### config.mk
export PLATFORM = sky130hd
export DESIGN_NAME = pcs_div
export DESIGN_NICKNAME = d
export VERILOG_FILES = /design/src/hw/rtl/pcs_pkg.sv /design/src/hw/rtl/pcs_div.sv
export SDC_FILE = /design/constraint.sdc
export NUM_CORES = 1
export LEC_CHECK = 0
export BUFFER_PORTS_ARGS = -buffer_cell sky130_fd_sc_hd__clkbuf_2
export CAP_MARGIN = 40
export CORE_MARGIN = 5
export CORE_UTILIZATION = 50
export CTS_BUF_LIST = sky130_fd_sc_hd__clkbuf_16
export CTS_CLUSTER_SIZE = 20
export DETAILED_ROUTE_END_ITERATION = 7
export GPL_TIMING_DRIVEN = 0
export PLACE_DENSITY = 0.78
export SLEW_MARGIN = 20
export SYNTH_ARGS = -nofsm -noshare
export SYNTH_HDL_FRONTEND = slang
export SYNTH_SLANG_ARGS = --single-unit
### constraint.sdc
create_clock -name clk -period 2.5 [get_ports clk]
set_clock_uncertainty 0.05 [all_clocks]
set_input_delay 0.375 -clock clk [delete_from_list [all_inputs] [get_ports clk]]
set_output_delay 0.375 -clock clk [all_outputs]
set_load 0.01 [all_outputs]
### src/hw/rtl/pcs_pkg.sv
`timescale 1ns / 1ps
// ----------------------------------------------------------------------------
// pcs_pkg
// Shared constants and types of the percentile contrast stretch unit.
// ----------------------------------------------------------------------------
package pcs_pkg;

	// Width of one histogram bin and of the pixel total.
	localparam int COUNT_BITS = 24;
	localparam int BINS       = 256;
	localparam int ADDR_W     = 8;
	localparam int PCT_W      = 7;
	// Cumulative sum over all bins and its product with a percentage.
	localparam int ACC_W      = COUNT_BITS + ADDR_W;
	localparam int PROD_W     = ACC_W + PCT_W;

	// Divider operand widths.
	localparam int NUM_W      = 16;
	localparam int DEN_W      = 8;

	// Input actions.
	localparam logic [1:0] ACT_COUNT = 2'd0;
	localparam logic [1:0] ACT_MAP   = 2'd1;
	localparam logic [1:0] ACT_CLEAR = 2'd2;

	// Output levels of the curve knees.
	localparam logic [7:0] KNEE_OUT_LO = 8'd12;
	localparam logic [7:0] KNEE_OUT_HI = 8'd242;

	// Histogram memory access.
	typedef struct packed {
		logic                  rd_en;
		logic [ADDR_W-1:0]     rd_addr;
		logic                  wr_en;
		logic [ADDR_W-1:0]     wr_addr;
		logic [COUNT_BITS-1:0] wr_data;
		logic                  clear;
	} hist_req_t;

endpackage

### src/hw/rtl/pcs_div.sv
`timescale 1ns / 1ps
// ----------------------------------------------------------------------------
// pcs_div
// Restoring unsigned divider, one quotient bit per cycle.
// ----------------------------------------------------------------------------
module pcs_div (
	input  logic                      clk,
	input  logic                      arst_n,
	input  logic                      start,
	input  logic [pcs_pkg::NUM_W-1:0] num,
	input  logic [pcs_pkg::DEN_W-1:0] den,
	output logic                      done,
	output logic [pcs_pkg::NUM_W-1:0] quo
);

	localparam int CNT_W = $clog2(pcs_pkg::NUM_W + 1);

	logic [pcs_pkg::NUM_W-1:0] quo_q;
	logic [pcs_pkg::DEN_W:0]   rem_q;
	logic [pcs_pkg::DEN_W-1:0] den_q;
	logic [CNT_W-1:0]          cnt_q;
	logic                      busy_q;
	logic                      done_q;
	logic [pcs_pkg::DEN_W:0]   rem_sh;
	logic                      take;

	// One trial subtraction per cycle.
	assign rem_sh = {rem_q[pcs_pkg::DEN_W-1:0], quo_q[pcs_pkg::NUM_W-1]};
	assign take   = rem_sh >= {1'b0, den_q};

	always_ff @(posedge clk or negedge arst_n) begin
		if (!arst_n) begin
			busy_q <= 1'b0;
			done_q <= 1'b0;
			cnt_q  <= '0;
		end else begin
			done_q <= 1'b0;
			if (start) begin
				busy_q <= 1'b1;
				cnt_q  <= '0;
			end else if (busy_q) begin
				cnt_q <= cnt_q + 1'b1;
				if (cnt_q == CNT_W'(pcs_pkg::NUM_W - 1)) begin
					busy_q <= 1'b0;
					done_q <= 1'b1;
				end
			end
		end
	end

	// Operand and partial remainder registers.
	always_ff @(posedge clk) begin
		if (start) begin
			quo_q <= num;
			den_q <= den;
			rem_q <= '0;
		end else if (busy_q) begin
			rem_q <= take ? rem_sh - {1'b0, den_q} : rem_sh;
			quo_q <= {quo_q[pcs_pkg::NUM_W-2:0], take};
		end
	end

	assign done = done_q;
	assign quo  = quo_q;

endmodule

Word-level counts from Yosys, hierarchy flattened
Index checks and enable logic that the tools add are counted.
{"block": "word_totals", "word_cells": 22, "reg_bits": 39, "input_bits": 27}
{"block": "classes", "n_mux": 11, "n_eq_ne": 1, "magnitude_cmp": 1, "n_reduce_logical": 1, "addsub": 2}
{"cell": "two-way mux 16 bit", "count": 2}
{"cell": "two-way mux 5 bit", "count": 2}
{"cell": "greater-or-equal comparator 9 x 8 -> 1 bit", "count": 1}
{"cell": "two-way mux 8 bit", "count": 1}
{"cell": "subtractor 8 bit", "count": 1}
{"cell": "two-way mux 1 bit", "count": 6}
{"cell": "adder 5 x 1 -> 5 bit, second input constant", "count": 1}
{"cell": "== test 5 x 4 -> 1 bit, second input constant", "count": 1}
{"cell": "nonzero test 2 bit", "count": 1}

Longest topological paths before layout
Gate-level depths: netlist of run 1.
{"block": "depth", "depth_word": 4, "depth_mapped": 8, "ltp_nobuf": 8}

Least setup slack after synthesis of run 1
No wires, ideal clock.
{"block": "synth_path", "path_kind": "register to register", "from": "register quo_q, in the netlist quo[15]", "to": "register rem_q[4] in the netlist's numbering", "slack_ns": 0.473, "setup_ns": 0.137, "period_less_slack_ns": 2.027, "n_path_buf": 0, "arrival_ns": 1.839, "path_stages_with_launch": 9, "path_cell_list": "edfxtp_1 > inv_1 > ha_1 > fa_1 > and2b_1 > o21ai_0 > or3b_2 > a31oi_1 > o22ai_1"}
{"block": "synth_via", "elab_chain_cells": 2}
{"element": "start, declared", "line_no": "pcs_div.sv:18", "rtl": "logic [pcs_pkg::NUM_W-1:0] quo_q;"}
{"element": "start signal, assigned", "line_no": "pcs_div.sv:54", "rtl": "quo_q <= num;"}
{"element": "start signal, assigned", "line_no": "pcs_div.sv:59", "rtl": "quo_q <= {quo_q[pcs_pkg::NUM_W-2:0], take};"}
{"element": "subtractor 8 bit / greater-or-equal comparator 9 x 8 -> 1 bit (equally long branches)", "line_no": "pcs_div.sv:58, pcs_div.sv:29"}
{"element": "two-way mux 8 bit (*)", "line_no": "pcs_div.sv:58", "rtl": "rem_q <= take ? rem_sh - {1'b0, den_q} : rem_sh;"}
{"element": "end signal, assigned", "line_no": "pcs_div.sv:58"}
{"element": "end, declared", "line_no": "pcs_div.sv:19", "rtl": "logic [pcs_pkg::DEN_W:0] rem_q;"}
Mark *: on every way between the ends. The rest lies on a longest branch, timed or not.
A chain may end at the register's enable or synchronous reset.

Final worst setup path of run 1
Ends and elaborated chain as after synthesis.

==> impl_metrics.py, run 1 <==
metrics = {
    "finish": {
        "post-route-util_pct": 61.6,
        "diodes": 0,
        "fin_nets": 257,
        "drive_gt1_share_pct": 35.0,
        "multi_input_area_um2": 855,
        "area_growth_syn_to_layout_pct": 21.3,
        "nFillCells": 298,
        "final_cell_mix": "clkbuf_2 (43), edfxtp_1 (24), inv_1 (19)",
        "regArea_mm2": 0.00106,
        "final_common_cell": "clkbuf_2",
    },
    "synth": {
        "ys.flop_type": "edfxtp_1",
        "syn-instance-count": 168,
        "yosysWarnings": 0,
        "yosysSeqAreaShare_pct": 52.8,
        "ys_seq_elements": 39,
        "async_flop_share_pct": 17.9,
        "syn_nets": 206,
        "synth_edf_count": 24,
        "syn_area_per_cell_um2": 11.9,
        "syn_area_mm2": 0.00200,
        "synth_cell_types": 41,
    },
    "grt": {
        "grt_max_degree": 19,
        "grt_pass1_wl_um": 6570,
        "antenna_found_initial": 0,
        "grt_pass1_vias": 1436,
        "grt_use_total_pct": 16.4,
        "grt.overflow.total": 0,
    },
    "timing": {
        "setup_viol": 0,
        "min_period_ns": 2.15,
        "rsz0062_at_grt": "false",
        "setup_tns_ns": 0,
        "hold_viol": 0,
        "tightest_slew_ns": 0.679,
        "report.final.slew_viol_count": 0,
        "max-slew-margin-rel_pct": 54.7,
        "setup_ws_ns": 0.355,
        "final.period_utilization_pct": 85.8,
        "fmax_ghz": 0.466,
        "finalHoldWorstSlack_ns": 0.215,
    },
    "critical_path": {
        "arrival_ns": 2.24,
        "cp_cell_sequence": "inv_1, ha_1, fa_1, and2b_1, o21ai_0, or3b_2, a31oi_1, o22ai_1",
        "critPathLaunch": "quo[15]",
        "required_ns": 2.59,
        "crit_fanout": 3,
        "r2r_start": "quo[15]",
        "cp-start-kind": "flip-flop",
        "crit_slowest_cell": "or3b_2",
        "endpoint_kind": "flip-flop",
        "path_class": "reg -> reg",
        "max_stage_delay_ns": 0.45,
    },
    "clock_tree": {
        "hold_buffers": 1,
        "post_cts_buffers": 0,
        "cts.sinks": 39,
        "numCtsBuffers": 5,
        "htreeDepth": 2,
        "clkTransAtPathRegs_ns": 0.05,
        "cts_resized": 0,
        "clockBufferDepth": 2,
        "cts_tree": "built",
        "clkLatencyLatePin_ns": 0.28,
        "cts_root_buf": "clkbuf_16",
    },
    "floorplan": {
        "core-area_mm2": 0.00394,
        "fp.dieArea_mm2": 0.00537,
        "ioPinCount": 44,
        "floorplan.initialDensity_pct": 50.8,
        "die_w_um": 73.3,
        "rows": 23,
        "die_h_um": 73.3,
    },
    "power": {
        "ir_worst_vdd_mv": 0.582,
        "power_density_mw_per_mm2": 906,
        "power_uw": 2200,
        "leakage_uw": 0.00110,
    },
    "detailed_routing": {
        "drc": 0,
        "vias": 1414,
        "drtAntennaViolNets": 0,
        "drt_wl_total_um": 3960,
        "drtPass1Iterations": 4,
        "via_per_inst": 5.24,
        "wl_per_cell_um": 14.7,
        "drt_iter0_markers": 68,
    },
    "place": {
        "port-buffer-count": 43,
        "dpl.hpwl_um": 2910,
        "dp_slack_ns": 0.374,
        "place.gp.congestion": 0.826,
    },
    "run": {
        "drv_cap": 0,
    },
    "run_status": {
        "status": "finished, final reports clean",
    },
    "worst_hold_path": {
        "min_from": "den[4]",
        "hold_path.class": "in -> reg",
    },
}
[worst paths after layout]
path                                 end  slack (ns)  cells after the start
worst max-delay path            rem_q[4]        0.35                      8
min in group asynchronous           done        0.43                      2
worst max register to register  rem_q[4]        0.35                      8
max in group asynchronous       cnt_q[3]        1.80                      2
worst min-delay path            den_q[4]        0.21                      1
worst min register to register  rem_q[6]        0.44                      2
[cell type report]
class	instances	share of cell area, %
Clock buffer	5	5.15
Clock inverter	3	0.515
Buffer	5	1.13
Sequential cell	39	43.5
Multi-Input combinational cell	107	35.2
Tap cell	50	2.58
Inverter	17	2.63
Timing Repair Buffer	44	9.28
[flip-flops by register name (all words and copies together) (netlist names)]
register / count
busy_q: 1
cnt_q: 5
den_q: 8
done: 1
quo: 16
rem_q: 8
[metrics by stage]
stage | area [µm²] | std cells
floorplan | 2000 | 168
global placement | 2280 | 261
detailed placement | 2280 | 261
CTS | 2430 | 270
global route | 2430 | 270
finish | 2430 | 270
[worst max-delay path: cells and delay by family, from the launching register on]
| kind | cells | cell delay (ns) |
|---|---|---|
| DFF | 1 | 0.38 |
| AOI/OAI and AO/OA | 3 | 0.40 |
| buffers and inverters | 1 | 0.09 |
| adders and majority gates | 2 | 0.43 |
| and+or+nand+nor | 2 | 0.66 |
[synth_stat cells (2+ instances only)]
cell	count	area share (%)
a211oi_1	4	1.5
a211oi_2	2	1.2
a21o_1	2	0.75
a21oi_1	2	0.50
a21oi_2	2	0.88
a31oi_1	3	0.94
buf_1	3	0.56
dfrtp_1	7	8.8
dfxtp_1	8	8.0
edfxtp_1	24	36
ha_1	10	6.3
inv_1	17	3.2
mux2_2	16	9.0
mux2i_1	5	2.5
nand2_1	8	1.5
nand2b_1	2	0.62
nor2_1	16	3.0
nor2b_1	3	0.94
nor3_1	2	0.50
o21ai_0	4	1.0
o22ai_1	3	0.94
o31ai_1	2	0.75
xnor2_1	3	1.3
xor2_1	3	1.3
[where the power goes]
part	internal, µW	total (µW)	switching [µW]
Sequential	794	855	60.9
Clock	360	599	239
Combinational	353	746	393
Total	1510	2200	693
[metal layers]
metal	global-route usage (%)	share of wire, %
met1	19.6	43
met2	26.5	48
met3	5.75	7.4
met4	7.38	1.9
met5	0	0
[cell families after synthesis]
logic type	count (synthesis)	share of synthesized area [%]
adders and majority gates	11	7.25
DFF	39	52.7
muxes	22	12.2
and+or+nand+nor	37	8.81
buffers and inverters	22	4.56
xor gates and xnor gates	6	2.63
AOI/OAI and AO/OA	31	11.7
Note: power is estimated with default switching activity, not from simulation.
==> run 2, diff against run 1 <==
--- a/config.mk
+++ b/config.mk
@@ -5,15 +5,15 @@
 export SDC_FILE = /design/constraint.sdc
 export NUM_CORES = 1
 export LEC_CHECK = 0
-export BUFFER_PORTS_ARGS = -buffer_cell sky130_fd_sc_hd__clkbuf_2
 export CAP_MARGIN = 40
 export CORE_MARGIN = 5
 export CORE_UTILIZATION = 50
 export CTS_BUF_LIST = sky130_fd_sc_hd__clkbuf_16
 export CTS_CLUSTER_SIZE = 20
 export DETAILED_ROUTE_END_ITERATION = 7
+export DONT_BUFFER_PORTS = 1
 export GPL_TIMING_DRIVEN = 0
-export PLACE_DENSITY = 0.78
+export PLACE_DENSITY = 0.69
 export SLEW_MARGIN = 20
 export SYNTH_ARGS = -nofsm -noshare
 export SYNTH_HDL_FRONTEND = slang
==> constraint.sdc (replaced) <==
create_clock -name clk -period 2.2 [get_ports clk]
set_clock_uncertainty 0.05 [all_clocks]
set_input_delay 0.33 -clock clk [delete_from_list [all_inputs] [get_ports clk]]
set_output_delay 0.33 -clock clk [all_outputs]
set_load 0.01 [all_outputs]
==> impl_metrics.py, run 2 (synthesis gave the netlist of run 1 again) <==
metrics = {
    "run_status": {
        "status": "finished, final reports clean",
    },
    "finish": {
        "final_common_cell": "edfxtp_1",
        "diodes": 0,
        "final_cell_mix": "edfxtp_1 (24), inv_1 (16), mux2_2 (16), nor2_1 (16), ha_1 (9)",
        "finalInstanceArea_mm2": 0.00224,
        "largest_reg_flops": 16,
        "area_growth_syn_to_layout_pct": 12.1,
        "multi_input_area_um2": 877,
        "nFillCells": 339,
        "fin_nets": 215,
        "drive_gt1_share_pct": 21.9,
        "regArea_mm2": 0.00106,
    },
    "grt": {
        "met2_usage_pct": 25.0,
        "busiest_layer": "met2",
        "grt.overflow.total": 0,
        "grt_pass1_vias": 1347,
        "antenna_found_initial": 0,
        "grt_use_met1_pct": 18.1,
        "grt_pass1_wl_um": 6310,
        "grt_use_total_pct": 15.5,
        "grt_use_met3_pct": 5.61,
        "grt_max_degree": 19,
    },
    "detailed_routing": {
        "drt_iter0_markers": 61,
        "drc": 0,
        "drtPass1Iterations": 4,
        "via_per_inst": 5.59,
        "wl_per_cell_um": 16.5,
        "vias": 1274,
        "drtAntennaViolNets": 0,
        "drt_wl_total_um": 3760,
    },
    "critical_path": {
        "max_stage_delay_ns": 0.45,
        "endpoint_kind": "flip-flop",
        "arrival_ns": 2.20,
        "cp_cell_sequence": "inv_2, ha_4, fa_2, and2b_1, o31ai_2, mux2i_1, o2111a_1, o31ai_1",
        "cp_top_family": "compound AO/OA/AOI/OAI gates",
        "crit_slowest_cell": "edfxtp_1",
        "required_ns": 2.31,
        "timing.critical_path.buf_inv": 1,
        "cp-start-kind": "flip-flop",
        "path_class": "reg -> reg",
        "crit_fanout": 3,
        "reg2reg_slack_ns": 0.11,
    },
    "timing": {
        "tightest_slew_ns": 0.701,
        "report.final.slew_viol_count": 0,
        "rsz0062_at_grt": "false",
        "final.period_utilization_pct": 95.0,
        "setup_ws_ns": 0.110,
        "hold_viol": 0,
        "fmax_ghz": 0.479,
        "setup_viol": 0,
        "max-slew-margin-rel_pct": 53.2,
        "min_period_ns": 2.09,
        "setup_tns_ns": 0,
    },
    "power": {
        "leakage_uw": 0.000907,
        "ir_worst_vdd_mv": 0.560,
        "power_uw": 2470,
        "power_density_mw_per_mm2": 1100,
    },
    "floorplan": {
        "floorplan.initialDensity_pct": 50.8,
        "die_h_um": 73.3,
        "rows": 23,
        "core-area_mm2": 0.00394,
        "die_w_um": 73.3,
        "ioPinCount": 44,
        "fp.dieArea_mm2": 0.00537,
    },
    "clock_tree": {
        "cts_root_buf": "clkbuf_16",
        "cts_tree": "built",
        "clkLatencyLatePin_ns": 0.28,
        "numCtsBuffers": 5,
        "htreeDepth": 2,
        "cts.sinks": 39,
        "clockBufferDepth": 2,
        "clkTransAtPathRegs_ns": 0.06,
    },
    "worst_hold_path": {
        "hold_path.class": "in -> reg",
    },
    "place": {
        "placed_area_mm2": 0.00206,
        "dpl.hpwl_um": 2820,
        "place.gp.congestion": 0.833,
        "dp_slack_ns": -0.0737,
        "port-buffer-count": 0,
    },
    "run": {
        "drv_cap": 0,
    },
}
==> run 2: cell types whose count changed in the layout (fill, tap and decap cells not counted), sizes merged <==
cell,before,now
inv,19,17
clkinv,1,2
clkbuf,48,5
clkinvlp,0,1
buf,5,6
==> run 2: worst paths after layout <==
path | end | startpoint | cells after the start
min | den_q[3] | den[3] | 0
max | rem_q[6] | quo[15] | 8
max in group asynchronous | cnt_q[0] | arst_n | 1
min reg2reg | rem_q[5] | rem_q[5] | 2
min in group asynchronous | cnt_q[4] | arst_n | 1
max reg2reg | rem_q[6] | quo[15] | 8
==> run 2: timing repair <==
item,in CTS,in global routing
setup endpoints to repair,2,2
pin swaps,1,4
buffers inserted,0,1
hold buffers,1,0
resized for setup,4,3
hold endpoints to repair,7,0
==> run 2: area by class of cell <==
class,instances,share of cell area [%]
repair buffers,2,0.780
flip-flops and latches,39,47.0
well taps,50,2.79
plain buffers,5,1.23
inverters,17,2.84
clock inverters,3,0.669
multi-input cells,107,39.1
clock buffers,5,5.57
==> run 2: worst register-to-register path, delay by kind of cell (launching register included) <==
family	cells	cell delay (ns)
AO/OA/AOI/OAI	3	0.55
adder cells (fa/ha/maj)	2	0.36
buffers and inverters	1	0.11
flip-flops	1	0.45
multiplexers	1	0.24
AND/OR/NAND/NOR	1	0.21
==> run 2: per-stage QoR <==
| stage | util, % | hold slack, ns | cells |
|---|---|---|---|
| after floorplan | - | -0.0156 | 168 |
| after global placement | 52.4 | -0.0154 | 218 |
| after detailed placement | 52.4 | -0.0154 | 218 |
| after CTS | 56.4 | 0.0858 | 227 |
| after global routing | 56.9 | 0.0841 | 228 |
| final | 56.9 | 0.0924 | 228 |
==> run 2: power by group <==
part	switching [µW]	leakage, µW	internal, µW	total (µW)
clock	275	0.0000649	411	686
combinational	401	0.000438	376	777
sequential	98.9	0.000405	904	1000
total	774	0.000907	1690	2470
==> run 2: layer usage <==
| layer | up-vias | share of wire, % |
|---|---|---|
| met2 | 49 | 48 |
| met3 | 7 | 9.1 |
| li1 | 625 | - |
| met4 | 0 | 2.0 |
| met5 | - | 0 |
| met1 | 593 | 41 |
==> run 3, diff against run 2 <==
==> constraint.sdc (replaced) <==
create_clock -name clk -period 2.6 [get_ports clk]
set_clock_uncertainty 0.05 [all_clocks]
set_input_delay 0.39 -clock clk [delete_from_list [all_inputs] [get_ports clk]]
set_output_delay 0.39 -clock clk [all_outputs]
set_load 0.01 [all_outputs]
==> impl_metrics.py, run 3 (synthesis gave the netlist of run 1 again) <==
metrics = {
    "place": {
        "port-buffer-count": 0,
        "dp_slack_ns": 0.326,
        "dpl.hpwl_um": 2820,
        "dp_cells": 218,
        "place.gp.congestion": 0.833,
        "placed_area_mm2": 0.00206,
    },
    "timing": {
        "tightest_slew_ns": 0.707,
        "setup_ws_ns": 0.344,
        "hold_viol": 0,
        "final.period_utilization_pct": 86.8,
        "max-slew-margin-rel_pct": 52.8,
        "setup_viol": 0,
        "report.final.slew_viol_count": 0,
        "finalHoldWorstSlack_ns": 0.153,
        "setup_tns_ns": 0,
        "min_period_ns": 2.26,
        "rsz0062_at_grt": "false",
        "fmax_ghz": 0.443,
    },
    "clock_tree": {
        "cts_root_buf": "clkbuf_16",
        "cts.sinks": 39,
        "htreeDepth": 2,
        "cts_tree": "built",
        "clkLatencyLatePin_ns": 0.28,
        "clockBufferDepth": 2,
        "clkTransAtPathRegs_ns": 0.06,
        "numCtsBuffers": 5,
    },
    "critical_path": {
        "reg2reg_depth": 8,
        "reg2reg_slack_ns": 0.34,
        "crit_fanout": 3,
        "required_ns": 2.71,
        "endpoint_kind": "flip-flop",
        "r2r_end": "rem_q[6]",
        "arrival_ns": 2.36,
        "cp-start-kind": "flip-flop",
        "path_class": "reg -> reg",
        "r2r_start": "quo[15]",
    },
    "finish": {
        "drive_gt1_share_pct": 19.2,
        "finalInstanceArea_mm2": 0.00221,
        "fin_nets": 214,
        "final_cell_mix": "edfxtp_1 (24), inv_1 (17), mux2_2 (16), nor2_1 (16), ha_1 (10)",
        "largest_reg_flops": 16,
        "area_growth_syn_to_layout_pct": 10.6,
        "final_common_cell": "edfxtp_1",
        "final_cells": 227,
        "diodes": 0,
    },
    "detailed_routing": {
        "drt_wl_total_um": 3750,
        "drtPass1Iterations": 4,
        "drtAntennaViolNets": 0,
        "vias": 1257,
        "drc": 0,
        "via_per_inst": 5.54,
        "drt_iter0_markers": 106,
        "wl_per_cell_um": 16.5,
    },
    "worst_hold_path": {
        "min_from": "den[3]",
        "holdPathStages": 0,
        "hold_path.class": "in -> reg",
        "min_to": "den_q[3]",
    },
    "grt": {
        "grt_pass1_vias": 1345,
        "grt.overflow.total": 0,
        "grt_use_total_pct": 15.5,
        "grt_pass1_wl_um": 6310,
        "grt_max_degree": 19,
        "antenna_found_initial": 0,
    },
    "run": {
        "drv_cap": 0,
    },
    "power": {
        "power_density_mw_per_mm2": 933,
        "ir_worst_vdd_mv": 0.472,
        "leakage_uw": 0.000906,
    },
    "floorplan": {
        "die_h_um": 73.3,
        "core-area_mm2": 0.00394,
        "die_w_um": 73.3,
        "floorplan.initialDensity_pct": 50.8,
        "rows": 23,
        "ioPinCount": 44,
        "fp.dieArea_mm2": 0.00537,
    },
    "run_status": {
        "status": "finished, final reports clean",
    },
}
-- run 3: worst max-delay path: stages (launching register included) --
cell	delay, ns
edfxtp_1	0.44
inv_1	0.11
ha_1	0.21
fa_1	0.22
and2b_1	0.20
o31ai_1	0.38
mux2i_1	0.25
o2111a_1	0.20
o31ai_1	0.06
-- run 3: layout make-up --
| class | count | area (µm²) |
|---|---|---|
| Clock buffer | 5 | 125 |
| Multi-Input combinational cell | 107 | 855 |
| Sequential cell | 39 | 1060 |
| Inverter | 17 | 63.8 |
| Tap cell | 50 | 62.6 |
| Clock inverter | 3 | 15.0 |
| Buffer | 5 | 27.5 |
| Timing Repair Buffer | 1 | 10.0 |
| Fill cell | 343 | 1730 |
-- run 3: timing repair --
action	in CTS	in global routing
setup buffers	0	0
gates resized for setup	0	0
hold endpoints to repair	7	0
hold buffers	1	0
-- run 3: through the flow --
| step | power (µW) | util (%) |
|---|---|---|
| floorplan | 1370 | - |
| global placement | 1470 | 52.4 |
| detailed placement | 1490 | 52.4 |
| CTS | 2080 | 56.2 |
| global route | 2190 | 56.2 |
| finish | 2070 | 56.2 |
-- run 3: routing by layer --
layer	up-vias	GRT usage [%]	wire length (µm)
met3	7	5.61	305
met4	0	7.79	75
met5	-	0	0
met1	591	18.1	1550
met2	41	25.0	1820
li1	618	-	-
-- run 3: worst max-delay path by stage --
stage,end,slack (ns),start
floorplan,rem_q[4],0.57,quo[15]
global placement,rem_q[6],0.40,quo[15]
detailed placement,rem_q[6],0.33,quo[15]
CTS,rem_q[6],0.32,quo[15]
global route,rem_q[6],0.21,quo[15]
finish,rem_q[6],0.34,quo[15]
-- run 3: power by group --
part           total (µW)  internal (µW)  switching [µW]
Sequential            848            765            83.1
Combinational         639            304             335
Clock                 579            348             231
